[config.mk]
export PLATFORM = sky130hd
export DESIGN_NAME = cau_front_flat
export DESIGN_NICKNAME = d
export VERILOG_FILES = /design/src/design/cau_pkg.sv /design/src/design/cau_in_if.sv /design/src/design/cau_front.sv /design/src/flat_wrapper.sv
export VERILOG_INCLUDE_DIRS = /design/src /design/src/design
export SDC_FILE = /design/constraint.sdc
export NUM_CORES = 1
export LEC_CHECK = 0
export ABC_AREA = 1
export BUFFER_PORTS_ARGS = -buffer_cell sky130_fd_sc_hd__buf_4
export CAP_MARGIN = 10
export CORE_MARGIN = 2
export CORE_UTILIZATION = 30
export CTS_CLUSTER_DIAMETER = 150
export DETAILED_ROUTE_END_ITERATION = 10
export SETUP_SLACK_MARGIN = 0.3
export SYNTH_ARGS = -nofsm -noshare
export SYNTH_HDL_FRONTEND = slang
export SYNTH_SLANG_ARGS = --single-unit
[constraint.sdc]
create_clock -name clk -period 16.7 [get_ports clk]
set_clock_uncertainty 0.1 [all_clocks]
set_input_delay 0.835 -clock clk [delete_from_list [all_inputs] [get_ports clk]]
set_output_delay 0.835 -clock clk [all_outputs]
set_load 0.05 [all_outputs]
[src/design/complex_arithmetic_unit_macros.svh]
// assertion macros shared by the complex arithmetic unit modules
// no dependencies; included by the files that carry assertions
`ifndef COMPLEX_ARITHMETIC_UNIT_MACROS_SVH
`define COMPLEX_ARITHMETIC_UNIT_MACROS_SVH

// same-cycle implication
`define CAU_ASSERT_IMP(label, clk, rst_n, pre, post, msg) \
    label: assert property (@(posedge clk) disable iff (!rst_n) (pre) |-> (post)) \
        else $error(msg);

// next-cycle implication
`define CAU_ASSERT_NXT(label, clk, rst_n, pre, post, msg) \
    label: assert property (@(posedge clk) disable iff (!rst_n) (pre) |=> (post)) \
        else $error(msg);

`endif

[src/design/cau_pkg.sv]
// types and constants of the complex arithmetic unit
// no dependencies
package cau_pkg;

    localparam int FIELD_W = 32;
    localparam int QDEPTH  = 4;

    typedef enum logic [2:0] {
        OP_ADD   = 3'd0,
        OP_SUB   = 3'd1,
        OP_MUL   = 3'd2,
        OP_DIV   = 3'd3,
        OP_CONJ  = 3'd4,
        OP_MAGSQ = 3'd5,
        OP_MAG   = 3'd6
    } op_t;

    typedef enum logic [1:0] {
        KIND_FAST = 2'd0,
        KIND_PROD = 2'd1,
        KIND_DIV  = 2'd2,
        KIND_SQRT = 2'd3
    } kind_t;

    localparam logic [1:0] ST_OK   = 2'd0;
    localparam logic [1:0] ST_OVF  = 2'd1;
    localparam logic [1:0] ST_DIVZ = 2'd2;

    typedef struct packed {
        op_t                       op;
        kind_t                     kind;
        logic signed [FIELD_W-1:0] a;
        logic signed [FIELD_W-1:0] b;
        logic signed [FIELD_W-1:0] c;
        logic signed [FIELD_W-1:0] d;
    } item_t;

    typedef struct packed {
        logic signed [FIELD_W-1:0] re;
        logic signed [FIELD_W-1:0] im;
        logic [1:0]                status;
    } res_t;

endpackage

[src/design/cau_in_if.sv]
// input channel of the complex arithmetic unit
// no dependencies
interface cau_in_if;
    logic               valid;
    logic               ready;
    logic [2:0]         opcode;
    logic signed [31:0] a_real;
    logic signed [31:0] a_imag;
    logic signed [31:0] b_real;
    logic signed [31:0] b_imag;

    modport source (output valid, output opcode, output a_real, output a_imag,
                    output b_real, output b_imag, input ready);
    modport sink   (input valid, input opcode, input a_real, input a_imag,
                    input b_real, input b_imag, output ready);
endinterface

[src/design/cau_front.sv]
// front end: accepts items, narrows operands, classifies the opcode, queues
// depends on cau_pkg, cau_in_if and complex_arithmetic_unit_macros.svh
`include "complex_arithmetic_unit_macros.svh"

module cau_front #(
    parameter int WIDTH = 32
) (
    input  logic           clk,
    input  logic           rst_n,
    cau_in_if.sink         in_ch,
    output cau_pkg::item_t q_item,
    output logic           q_vld,
    input  logic           q_rdy
);

    localparam int SHIFT = cau_pkg::FIELD_W - WIDTH;
    localparam int PTR_W = $clog2(cau_pkg::QDEPTH);
    localparam int CNT_W = $clog2(cau_pkg::QDEPTH + 1);

    cau_pkg::item_t mem_reg [0:cau_pkg::QDEPTH-1];
    logic [PTR_W-1:0] wr_ptr_reg, rd_ptr_reg;
    logic [CNT_W-1:0] cnt_reg, cnt_next;
    cau_pkg::item_t cls;
    logic push, pop;

    // low WIDTH bits, sign extended
    function automatic logic signed [31:0] sext(input logic [31:0] v);
        logic signed [31:0] t;
        t = signed'(v << SHIFT);
        return t >>> SHIFT;
    endfunction

    always_comb
    begin
        cls.op = cau_pkg::op_t'(in_ch.opcode);
        cls.a  = sext(in_ch.a_real);
        cls.b  = sext(in_ch.a_imag);
        cls.c  = sext(in_ch.b_real);
        cls.d  = sext(in_ch.b_imag);
        case (cls.op)
            cau_pkg::OP_MUL, cau_pkg::OP_MAGSQ: cls.kind = cau_pkg::KIND_PROD;
            cau_pkg::OP_DIV:                    cls.kind = cau_pkg::KIND_DIV;
            cau_pkg::OP_MAG:                    cls.kind = cau_pkg::KIND_SQRT;
            default:                            cls.kind = cau_pkg::KIND_FAST;
        endcase
    end

    assign in_ch.ready = (cnt_reg != CNT_W'(cau_pkg::QDEPTH));
    assign push        = in_ch.valid && in_ch.ready;
    assign q_vld       = (cnt_reg != '0);
    assign pop         = q_vld && q_rdy;
    assign q_item      = mem_reg[rd_ptr_reg];

    always_comb
    begin
        cnt_next = cnt_reg;
        if (push && !pop)
        begin
            cnt_next = cnt_reg + CNT_W'(1);
        end
        else if (pop && !push)
        begin
            cnt_next = cnt_reg - CNT_W'(1);
        end
    end

    always_ff @(posedge clk or negedge rst_n)
    begin
        if (!rst_n)
        begin
            wr_ptr_reg <= '0;
            rd_ptr_reg <= '0;
            cnt_reg    <= '0;
        end
        else
        begin
            cnt_reg <= cnt_next;
            if (push)
            begin
                wr_ptr_reg <= wr_ptr_reg + PTR_W'(1);
            end
            if (pop)
            begin
                rd_ptr_reg <= rd_ptr_reg + PTR_W'(1);
            end
        end
    end

    always_ff @(posedge clk)
    begin
        if (push)
        begin
            mem_reg[wr_ptr_reg] <= cls;
        end
    end

    `CAU_ASSERT_IMP(a_cnt_bound, clk, rst_n, 1'b1, cnt_reg <= CNT_W'(cau_pkg::QDEPTH), "queue count beyond depth")
    `CAU_ASSERT_NXT(a_cnt_push, clk, rst_n, push && !pop, cnt_reg == $past(cnt_reg) + CNT_W'(1), "queue count missed a push")

endmodule

[src/flat_wrapper.sv]
// flat-port wrapper written by rule: the top's interface ports become plain ports
module cau_front_flat 
#(
    parameter int WIDTH = 32
)
  (clk, rst_n, q_item, q_vld, q_rdy, in_ch_valid, in_ch_opcode, in_ch_a_real, in_ch_a_imag, in_ch_b_real, in_ch_b_imag, in_ch_ready);
  cau_in_if in_ch_i ();
  input  logic clk;
  input  logic rst_n;
  output cau_pkg::item_t q_item;
  output logic q_vld;
  input  logic q_rdy;
  input wire logic [$bits(in_ch_i.valid)-1:0] in_ch_valid;
  input wire logic [$bits(in_ch_i.opcode)-1:0] in_ch_opcode;
  input wire logic [$bits(in_ch_i.a_real)-1:0] in_ch_a_real;
  input wire logic [$bits(in_ch_i.a_imag)-1:0] in_ch_a_imag;
  input wire logic [$bits(in_ch_i.b_real)-1:0] in_ch_b_real;
  input wire logic [$bits(in_ch_i.b_imag)-1:0] in_ch_b_imag;
  output wire logic [$bits(in_ch_i.ready)-1:0] in_ch_ready;
  assign in_ch_i.valid = in_ch_valid;
  assign in_ch_i.opcode = in_ch_opcode;
  assign in_ch_i.a_real = in_ch_a_real;
  assign in_ch_i.a_imag = in_ch_a_imag;
  assign in_ch_i.b_real = in_ch_b_real;
  assign in_ch_i.b_imag = in_ch_b_imag;
  assign in_ch_ready = in_ch_i.ready;
  cau_front #(.WIDTH(WIDTH)) u_core (.clk(clk), .rst_n(rst_n), .in_ch(in_ch_i), .q_item(q_item), .q_vld(q_vld), .q_rdy(q_rdy));
endmodule
==> key figures, run 1 <==
Pwr
  • Cell-internal power: 3.165 mW
  • Combinational group share of total power: 43.4%
  • Power density over cell area: 210.7 nW/um2
  • Net Sw Power: 2.365 mW
  • Peak supply drop: 0.1443 mV
  • Sw Share: 42.77%
  • Clock power share: 23.3%
  • Sequential power share: 33.2%
  • LEAKAGE: 10.33 nW

Floorplanning
  • Starting Density: 30.18%
  • IO Count: 270
  • Die X-Extent: 271.7 um
  • Floorplan core area: 71,240 um2
  • Die Height: 271.7 um
  • Die area: 73,830 um2
  • Cell Rows: 98

Clock network
  • Clk slew on worst S/H paths: 60 ps
  • H-tree depth: 2
  • Buffers inserted by post-CTS timing repair: 0
  • Max clock buf depth: 3
  • Clock latency on the worst-skew pair: 600 ps
  • CTS tree: built
  • Clock root buffer: clkbuf_16
  • TritonCTS Sinks: 539
  • CTS Buf Count: 56

STA
  • Slack of the critical path: 12,320 ps
  • Number of setup violations in the final report: 0
  • Max Fclk: 228.3 MHz
  • Slew @ Worst Pin: 1093 ps
  • RSZ-0062 raised after global routing: false
  • Max-slew violations: 0
  • Worst slew margin: 27.16%
  • Final Cycle Share: 26.23%
  • Tmin final: 4380 ps
  • Hold violation total from the final report: 0
  • Hold_ws: 326.8 ps
  • Total negative slack: 0 ps

Layout
  • Multi-input gate area in the final layout: 3762 um2
  • Max reg flops: 532
  • FF/Latch Area: 16,150 um2
  • P&R area growth vs syn: 22.08%
  • Post-Layout Cell Count: 2,866
  • Fraction of layout cells with a size suffix above 1: 19.49%
  • Final net count: 2,012
  • Filler Cell Count: 6,732

Global routing
  • Initial antenna violation count: 5
  • Vias in the first global route: 12,550
  • GRT Total Usage: 12.47%
  • Largest net degree at the start of global routing: 242
  • First-pass GRT wire length: 71,130 um
  • Total gr overflow: 0

Worst setup path
  • Worst Path Required: 15,770 ps
  • Worst setup EP type: primary output
  • Crit path arrival time: 3450 ps
  • CP Max Fanout: 185
  • Reg2Reg Depth: 5
  • CP Class: reg -> out
  • CP Launch Type: register

Drt
  • Vias: 12,700
  • Number of vias per cell: 4.430
  • Routed length per placed instance: 16.50 um
  • DRT iter0 DRCs: 811
  • DRC viols: 0
  • DRT antenna net count: 0
  • WL final: 47,280 um
  • First-pass DRT Iterations: 6

Placement
  • Placer Congestion: 0.7235
  • Place WS: 12,970 ps
  • DP Wirelength: 26,290 um
  • Port buffer count: 269
  • Placed cell count: 2,762

Flow run
  • Max Cap Viol: 0

Logic synthesis
  • Synth cell types: 18
  • Post-Syn Nets: 1,759
  • Yosys warns: 0
  • Post-Synth Simple-Gate Area: 7.600%
  • Post-Synthesis Cells: 1,618
  • Avg Cell Area, Syn: 13.29 um2
  • Post-Synth Adder-Cell Area: 0.3841%
  • Synth Area in XOR/XNOR: 0.04074%
  • Synth Register Bits: 539
  • Post-synthesis mux area share: 0%
  • Syn Std Cell Area: 21,500 um2
  • Largest family of logic cells by synthesized area: compound AO/OA/AOI/OAI gates
  • Synth Area in Compound Gates: 9.334%
  • Register area share after synthesis: 75.12%

Hold path
  • Hold Path Depth: 1
  • Worst min path class: in -> reg

Outcome
  • Status: finished, final reports clean
==> kinds of logic (layout without fill, tap and decap cells) <==
logic type / Yosys count / count (layout)
AO/OA/AOI/OAI: 268 / 268
XOR/XNOR: 1 / 1
buffers and inverters: 372 / 668
other: 0 / 2
AND/OR/NAND/NOR: 432 / 432
adder cells (fa/ha/maj): 6 / 6
flip-flops: 539 / 539
==> timing repair <==
| item | CTS | global route |
|---|---|---|
| resized for setup | 0 | 0 |
| endpoints found under the hold margin | 7 | 0 |
| endpoints found under the setup margin | 0 | 0 |
| hold buffers | 1 | 0 |
==> power by group through the flow <==
stage | logic (mW) | registers, mW | clock network, mW
after global placement | 2.41 | 1.86 | 0
after floorplan | 1.74 | 1.91 | 0
final | 2.40 | 1.84 | 1.29
after CTS | 2.45 | 1.84 | 1.33
after global routing | 2.57 | 1.86 | 1.38
after detailed placement | 2.44 | 1.87 | 0
==> final timing paths <==
path	end	start	slack, ps
min in group asynchronous	u_core.wr_ptr_reg[1]$_DFFE_PN0P_	rst_n	480
max reg2reg	u_core.mem_reg[0][52]$_DFFE_PP_	u_core.cnt_reg[0]$_DFFE_PN0P_	13390
min reg2reg	u_core.cnt_reg[2]$_DFFE_PN0P_	u_core.cnt_reg[2]$_DFFE_PN0P_	440
min	u_core.mem_reg[3][13]$_DFFE_PP_	in_ch_b_imag[13]	330
max in group asynchronous	u_core.rd_ptr_reg[1]$_DFFE_PN0P_	rst_n	15870
max	q_item[62]	u_core.rd_ptr_reg[0]$_DFFE_PN0P_	12320
==> cell type report <==
cell class | instances | share of cell area (%)
Antenna cell | 2 | 0.01907
Timing Repair Buffer | 283 | 8.199
Tap cell | 950 | 4.529
Clock buffer | 63 | 5.520
Multi-Input combinational cell | 707 | 14.33
Clock inverter | 38 | 1.754
Inverter | 284 | 4.100
Sequential cell | 539 | 61.55
==> stage by stage <==
stage               total power [mW]  utilization [%]  area [um2]
floorplan                      3.647                -       21500
global placement               4.271            34.14       24320
detailed placement             4.307            34.14       24320
CTS                            5.613            36.84       26240
global route                   5.815            36.84       26250
finish                         5.530            36.84       26250
==> layer usage <==
| layer | up-vias | routed length (um) | GRT usage (%) |
|---|---|---|---|
| met5 | - | 42 | 0 |
| met4 | 6 | 1149 | 4.323 |
| met3 | 78 | 2614 | 3.229 |
| met2 | 238 | 23290 | 21.42 |
| met1 | 6211 | 20190 | 15.18 |
| li1 | 6163 | - | - |
==> placed cells by master (no fill, tap or decap) <==
| master | synthesis | layout |
|---|---|---|
| bufinv_16 | 0 | 10 |
| buf_12 | 0 | 2 |
| dfrtp_1 | 7 | 6 |
| nand2_1 | 418 | 418 |
| diode_2 | 0 | 2 |
| fa_1 | 1 | 1 |
| inv_6 | 0 | 4 |
| buf_4 | 5 | 280 |
| clkinv_1 | 0 | 11 |
| clkinv_2 | 0 | 8 |
| ha_1 | 5 | 5 |
| nand3_1 | 7 | 7 |
| nor2_1 | 5 | 1 |
| dlygate4sd3_1 | 0 | 1 |
| inv_1 | 282 | 282 |
| clkbuf_1 | 21 | 6 |
| edfxtp_1 | 532 | 532 |
| o211ai_1 | 266 | 266 |
| nor3_1 | 1 | 1 |
| clkinvlp_4 | 0 | 2 |
| o21ai_0 | 2 | 2 |
| clkbuf_16 | 0 | 57 |
| clkinv_4 | 0 | 2 |
| inv_8 | 0 | 2 |
| dfrtp_4 | 0 | 1 |
| xnor2_1 | 1 | 1 |
| inv_4 | 0 | 1 |
| nand4_1 | 1 | 1 |
| nor2_4 | 0 | 4 |
==> Yosys cell counts <==
cell type / count / share of area, %
buf_2: 42 / 0.98
xnor2_1: 1 / 0.041
o21ai_0: 2 / 0.047
fa_1: 1 / 0.093
nand2_1: 418 / 7.3
nand3_1: 7 / 0.16
nand4_1: 1 / 0.029
inv_2: 2 / 0.035
o211ai_1: 266 / 9.3
buf_6: 20 / 1.0
edfxtp_1: 532 / 74
buf_4: 5 / 0.17
nor2_1: 5 / 0.087
ha_1: 5 / 0.29
nor3_1: 1 / 0.023
clkbuf_1: 21 / 0.37
inv_1: 282 / 4.9
dfrtp_1: 7 / 0.81
==> critical path, stage by stage, from the launching register on <==
cell and delay, ps:
dfrtp_1 450, inv_8 660, buf_4 910, nand2_1 120, o211ai_1 140, nand2_1 130, buf_4 210
(Power assumes the default switching activity.)
==> run 2, diff against run 1 <==
==> constraint.sdc (replaced) <==
create_clock -name clk -period 4.1 [get_ports clk]
set_clock_uncertainty 0.1 [all_clocks]
set_input_delay 0.205 -clock clk [delete_from_list [all_inputs] [get_ports clk]]
set_output_delay 0.205 -clock clk [all_outputs]
set_load 0.05 [all_outputs]
==> key figures, run 2 (same netlist as run 1, synthesis figures left out) <==
STA
  • Final Cycle Share: 76.31%
  • Hold violation total from the final report: 0
  • Number of setup violations in the final report: 0
  • Worst slew margin: 35.86%
  • RSZ-0062 raised after global routing: false
  • Max-slew violations: 0
  • Tmin final: 3129 ps
  • Slack of the critical path: 971.2 ps
  • Max Fclk: 319.6 MHz
  • Slew @ Worst Pin: 962.1 ps
  • Total negative slack: 0 ps

Drt
  • DRT iter0 DRCs: 764
  • DRC viols: 0
  • DRT antenna net count: 0
  • Routed length per placed instance: 15.94 um
  • Number of vias per cell: 4.380
  • WL final: 48,170 um
  • First-pass DRT Iterations: 5
  • Vias: 13,230

Worst setup path
  • Reg2Reg Depth: 5
  • Critical path launch point: u_core.rd_ptr_reg[1]$_DFFE_PN0P_
  • Worst setup EP type: primary output
  • Crit path arrival time: 2820 ps
  • FF-to-FF Start: u_core.cnt_reg[0]$_DFFE_PN0P_
  • Reg2reg end: u_core.mem_reg[2][41]$_DFFE_PP_
  • Reg2reg setup slack: 1630 ps
  • CP Launch Type: register
  • Worst Path Required: 3800 ps
  • CP Class: reg -> out
  • End point of the critical path: q_item[84]
  • CP Max Fanout: 47

Clock network
  • Clk slew on worst S/H paths: 60 ps
  • Buffers inserted by post-CTS timing repair: 0
  • Clock latency on the worst-skew pair: 590 ps
  • CTS tree: built
  • H-tree depth: 2
  • Clock root buffer: clkbuf_16
  • Max clock buf depth: 3
  • TritonCTS Sinks: 539
  • Resize count post-CTS: 0
  • CTS Buf Count: 58

Pwr
  • Sw Share: 43.15%
  • Combinational group share of total power: 44.6%
  • Net Sw Power: 9.674 mW
  • Clock power share: 21.8%
  • Sequential power share: 33.7%
  • Cell-internal power: 12.75 mW
  • Peak supply drop: 0.5101 mV
  • Power density over cell area: 809.7 nW/um2
  • LEAKAGE: 10.93 nW

Floorplanning
  • Cell Rows: 98
  • Die X-Extent: 271.7 um
  • Floorplan core area: 71,240 um2
  • Die area: 73,830 um2
  • IO Count: 270
  • Starting Density: 30.18%
  • Die Height: 271.7 um

Placement
  • Place WS: 1489 ps
  • Placed cell count: 2,776
  • Placer Congestion: 0.7769
  • Port buffer count: 269
  • DP Wirelength: 28,320 um

Hold path
  • Worst min path class: in -> reg

Layout
  • Fraction of layout cells with a size suffix above 1: 18.47%
  • Commonest non-fill, non-tap cell in the layout: edfxtp_1
  • Max reg flops: 532
  • Final net count: 2,162
  • Post-Layout Cell Count: 3,021
  • P&R area growth vs syn: 28.78%
  • Most frequent cells in the layout: 532 x edfxtp_1, 418 x nand2_1, 285 x buf_4, 282 x inv_1, 266 x o211ai_1

Global routing
  • Total gr overflow: 0
  • Largest net degree at the start of global routing: 93
  • First-pass GRT wire length: 74,110 um
  • Initial antenna violation count: 4
  • Vias in the first global route: 13,290
  • GRT Total Usage: 12.79%

Outcome
  • Status: finished, final reports clean

Flow run
  • Max Cap Viol: 0
run 2: power groups by stage:
stage          Combinational [mW]  Clock [mW]  Sequential (mW)
6_report                     10.0        4.88             7.55
5_1_grt                      10.7        5.24             7.63
4_1_cts                      10.2        5.03             7.55
3_5_place_dp                 10.0           0             7.66
3_3_place_gp                 9.94           0             7.62
2_1_floorplan                7.12           0             7.58
run 2: repair_timing:
action                                  4_1_cts  5_1_grt
hold buffers                                135        0
endpoints found under the setup margin        0        0
hold endpoints to repair                    544        0
run 2: per-layer routing:
layer | vias up | track usage [%] | part of all wire (%)
met3 | 86 | 2.335 | 4.4
met5 | - | 0 | 0.027
met1 | 6405 | 16.13 | 44
li1 | 6490 | - | -
met4 | 2 | 4.540 | 2.8
met2 | 250 | 22.00 | 49
run 2: stage by stage:
step	instance area [um2]	utilization, %	hold WS, ps	power [mW]
after floorplan	21540	-	-190.6	14.70
after global placement	24550	34.46	-72.02	17.57
after detailed placement	24550	34.46	-71.22	17.70
after CTS	27680	38.86	198.5	22.75
after global routing	27690	38.86	228.1	23.59
final	27690	38.87	253.9	22.42
run 2: worst min path at each step:
stage | depth (start not counted) | startpoint | to | slack (ps)
floorplan | 0 | rst_n | u_core.cnt_reg[0]$_DFFE_PN0P_ | -190
global placement | 1 | rst_n | u_core.wr_ptr_reg[1]$_DFFE_PN0P_ | -70
detailed placement | 1 | rst_n | u_core.wr_ptr_reg[1]$_DFFE_PN0P_ | -70
CTS | 2 | in_ch_a_imag[0] | u_core.mem_reg[3][64]$_DFFE_PP_ | 200
global route | 2 | in_ch_b_real[26] | u_core.mem_reg[1][58]$_DFFE_PP_ | 230
finish | 2 | in_ch_a_imag[24] | u_core.mem_reg[1][88]$_DFFE_PP_ | 250
run 2: cell type report:
type | count | area, um2
multi-input cells | 707 | 3767
diodes | 3 | 7.507
fillers | 6601 | 43550
clock inverters | 34 | 255.2
well taps | 950 | 1189
repair buffers | 431 | 3711
flip-flops and latches | 539 | 16150
clock buffers | 73 | 1529
inverters | 284 | 1076
run 2: worst max-delay path: stages (launching register included):
cell and delay, ps:
dfrtp_4 660, inv_4 590, buf_4 480, o211ai_1 170, nand2_1 90, buf_4 200
==> run 3, diff against run 2 <==
==> constraint.sdc (replaced) <==
create_clock -name clk -period 3.2 [get_ports clk]
set_clock_uncertainty 0.1 [all_clocks]
set_input_delay 0.16 -clock clk [delete_from_list [all_inputs] [get_ports clk]]
set_output_delay 0.16 -clock clk [all_outputs]
set_load 0.05 [all_outputs]
==> key figures, run 3 (same netlist as run 1, synthesis figures left out) <==
Layout
  • Final net count: 2,159
  • Filler Cell Count: 6,591
  • ANT cells: 0
  • Fraction of layout cells with a size suffix above 1: 18.75%
  • Max reg flops: 532
  • Most frequent cells in the layout: 532 x edfxtp_1, 417 x nand2_1, 282 x buf_4, 280 x inv_1, 266 x o211ai_1
  • P&R area growth vs syn: 29.13%
  • Commonest non-fill, non-tap cell in the layout: edfxtp_1
  • FF/Latch Area: 16,150 um2
  • Multi-input gate area in the final layout: 3791 um2

Hold path
  • Worst Hold End: u_core.mem_reg[3][114]$_DFFE_PP_
  • Worst min path class: in -> reg
  • Hold Startpoint: in_ch_a_real[18]
  • Hold Path Depth: 2

Placement
  • Port buffer count: 269
  • Placer Congestion: 0.7468
  • Place WS: 1080 ps
  • DP Wirelength: 27,160 um

Worst setup path
  • Crit path cell chain: inv_8 > buf_4 > nand2_1 > o211ai_1 > nand2_1 > buf_4
  • Largest stage delay on the critical path: 470 ps
  • Worst Path Required: 2940 ps
  • Worst setup EP type: primary output
  • CP Launch Type: register
  • FF-to-FF Start: u_core.cnt_reg[0]$_DFFE_PN0P_
  • CP Max Fanout: 70
  • Reg2Reg Depth: 5
  • Reg2reg end: u_core.mem_reg[3][34]$_DFFE_PP_
  • Reg2reg setup slack: 1140 ps
  • Slowest library cell on the worst path: buf_4
  • CP Class: reg -> out
  • Crit path arrival time: 2470 ps

Global routing
  • Initial antenna violation count: 2
  • Total gr overflow: 0
  • First-pass GRT wire length: 73,200 um
  • GRT Total Usage: 12.69%
  • Largest net degree at the start of global routing: 135
  • Vias in the first global route: 13,360

Pwr
  • Final Power: 29.01 mW
  • Power density over cell area: 1045 nW/um2
  • Peak supply drop: 0.7689 mV
  • LEAKAGE: 10.96 nW

STA
  • Slew @ Worst Pin: 791.3 ps
  • Final Cycle Share: 85.30%
  • Total negative slack: 0 ps
  • Hold violation total from the final report: 0
  • Worst slew margin: 47.24%
  • Max-slew violations: 0
  • RSZ-0062 raised after global routing: false
  • Slack of the critical path: 470.3 ps
  • Max Fclk: 366.3 MHz
  • Number of setup violations in the final report: 0
  • Tmin final: 2730 ps

Drt
  • Number of vias per cell: 4.397
  • DRC viols: 0
  • DRT iter0 DRCs: 632
  • DRT antenna net count: 0
  • First-pass DRT Iterations: 5
  • Routed length per placed instance: 15.89 um
  • WL final: 47,900 um
  • Vias: 13,250

Clock network
  • Buffers inserted by post-CTS timing repair: 0
  • Clock latency on the worst-skew pair: 590 ps
  • CTS Buf Count: 57
  • Resize count post-CTS: 0
  • H-tree depth: 2
  • TritonCTS Sinks: 539
  • CTS tree: built
  • Clock root buffer: clkbuf_16
  • # hold bufs at CTS: 135
  • Clk slew on worst S/H paths: 60 ps
  • Max clock buf depth: 3

Floorplanning
  • Die X-Extent: 271.7 um
  • Cell Rows: 98
  • Starting Density: 30.18%
  • IO Count: 270
  • Floorplan core area: 71,240 um2
  • Die Height: 271.7 um
  • Die area: 73,830 um2

Flow run
  • Max Cap Viol: 0

Outcome
  • Status: finished, final reports clean
-- run 3: area by class of cell --
cell class	instances	area share (%)
timing repair buffer	429	13.36
clock buffer	66	5.412
sequential	539	58.18
tap	950	4.281
multi-input combinational	707	13.65
inverter	284	3.876
clock inverter	39	1.235
-- run 3: layer usage --
layer / vias up / part of all wire [%] / wire length (um) / global-route usage [%]
met3: 84 / 4.8 / 2319 / 2.742
met2: 239 / 51 / 24420 / 22.83
met5: - / 0.056 / 27 / 0
met1: 6456 / 42 / 20000 / 15.11
li1: 6469 / - / - / -
met4: 4 / 2.4 / 1133 / 3.918
-- run 3: how the worst max path moves through the flow --
stage                                           from                         endpoint  slack (ps)
detailed placement     u_core.cnt_reg[0]$_DFFE_PN0P_  u_core.mem_reg[3][34]$_DFFE_PP_        1080
global placement       u_core.cnt_reg[0]$_DFFE_PN0P_  u_core.mem_reg[3][34]$_DFFE_PP_        1140
floorplan              u_core.cnt_reg[0]$_DFFE_PN0P_   u_core.mem_reg[0][0]$_DFFE_PP_         -70
finish              u_core.rd_ptr_reg[0]$_DFFE_PN0P_                      q_item[116]         470
global route        u_core.rd_ptr_reg[0]$_DFFE_PN0P_                      q_item[119]         310
CTS                 u_core.rd_ptr_reg[0]$_DFFE_PN0P_                      q_item[116]         410
-- run 3: power by group --
| group | switching, mW | leakage, nW | internal, mW |
|---|---|---|---|
| Combinational | 9.50 | 5.10 | 3.47 |
| Clock | 2.62 | 0.897 | 3.82 |
| Sequential | 0.306 | 4.96 | 9.28 |
| Total | 12.4 | 11.0 | 16.6 |
-- run 3: critical path, delay by kind of cell, from the launching register on --
kind / cells / cell delay (ps)
flip-flops: 1 / 450
AND/OR/NAND/NOR: 2 / 200
AO/OA/AOI/OAI: 1 / 130
buffers and inverters: 3 / 1030
-- run 3: stage by stage --
step           cells  utilization [%]  area [um2]  hold WS, ps
3_3_place_gp    2774            34.48       24570       -122.6
3_5_place_dp    2774            34.48       24570       -116.8
5_1_grt         3014            38.97       27760        178.1
6_report        3014            38.97       27760        206.7
4_1_cts         3014            38.97       27760        164.3
2_1_floorplan   1618                -       21560       -235.6
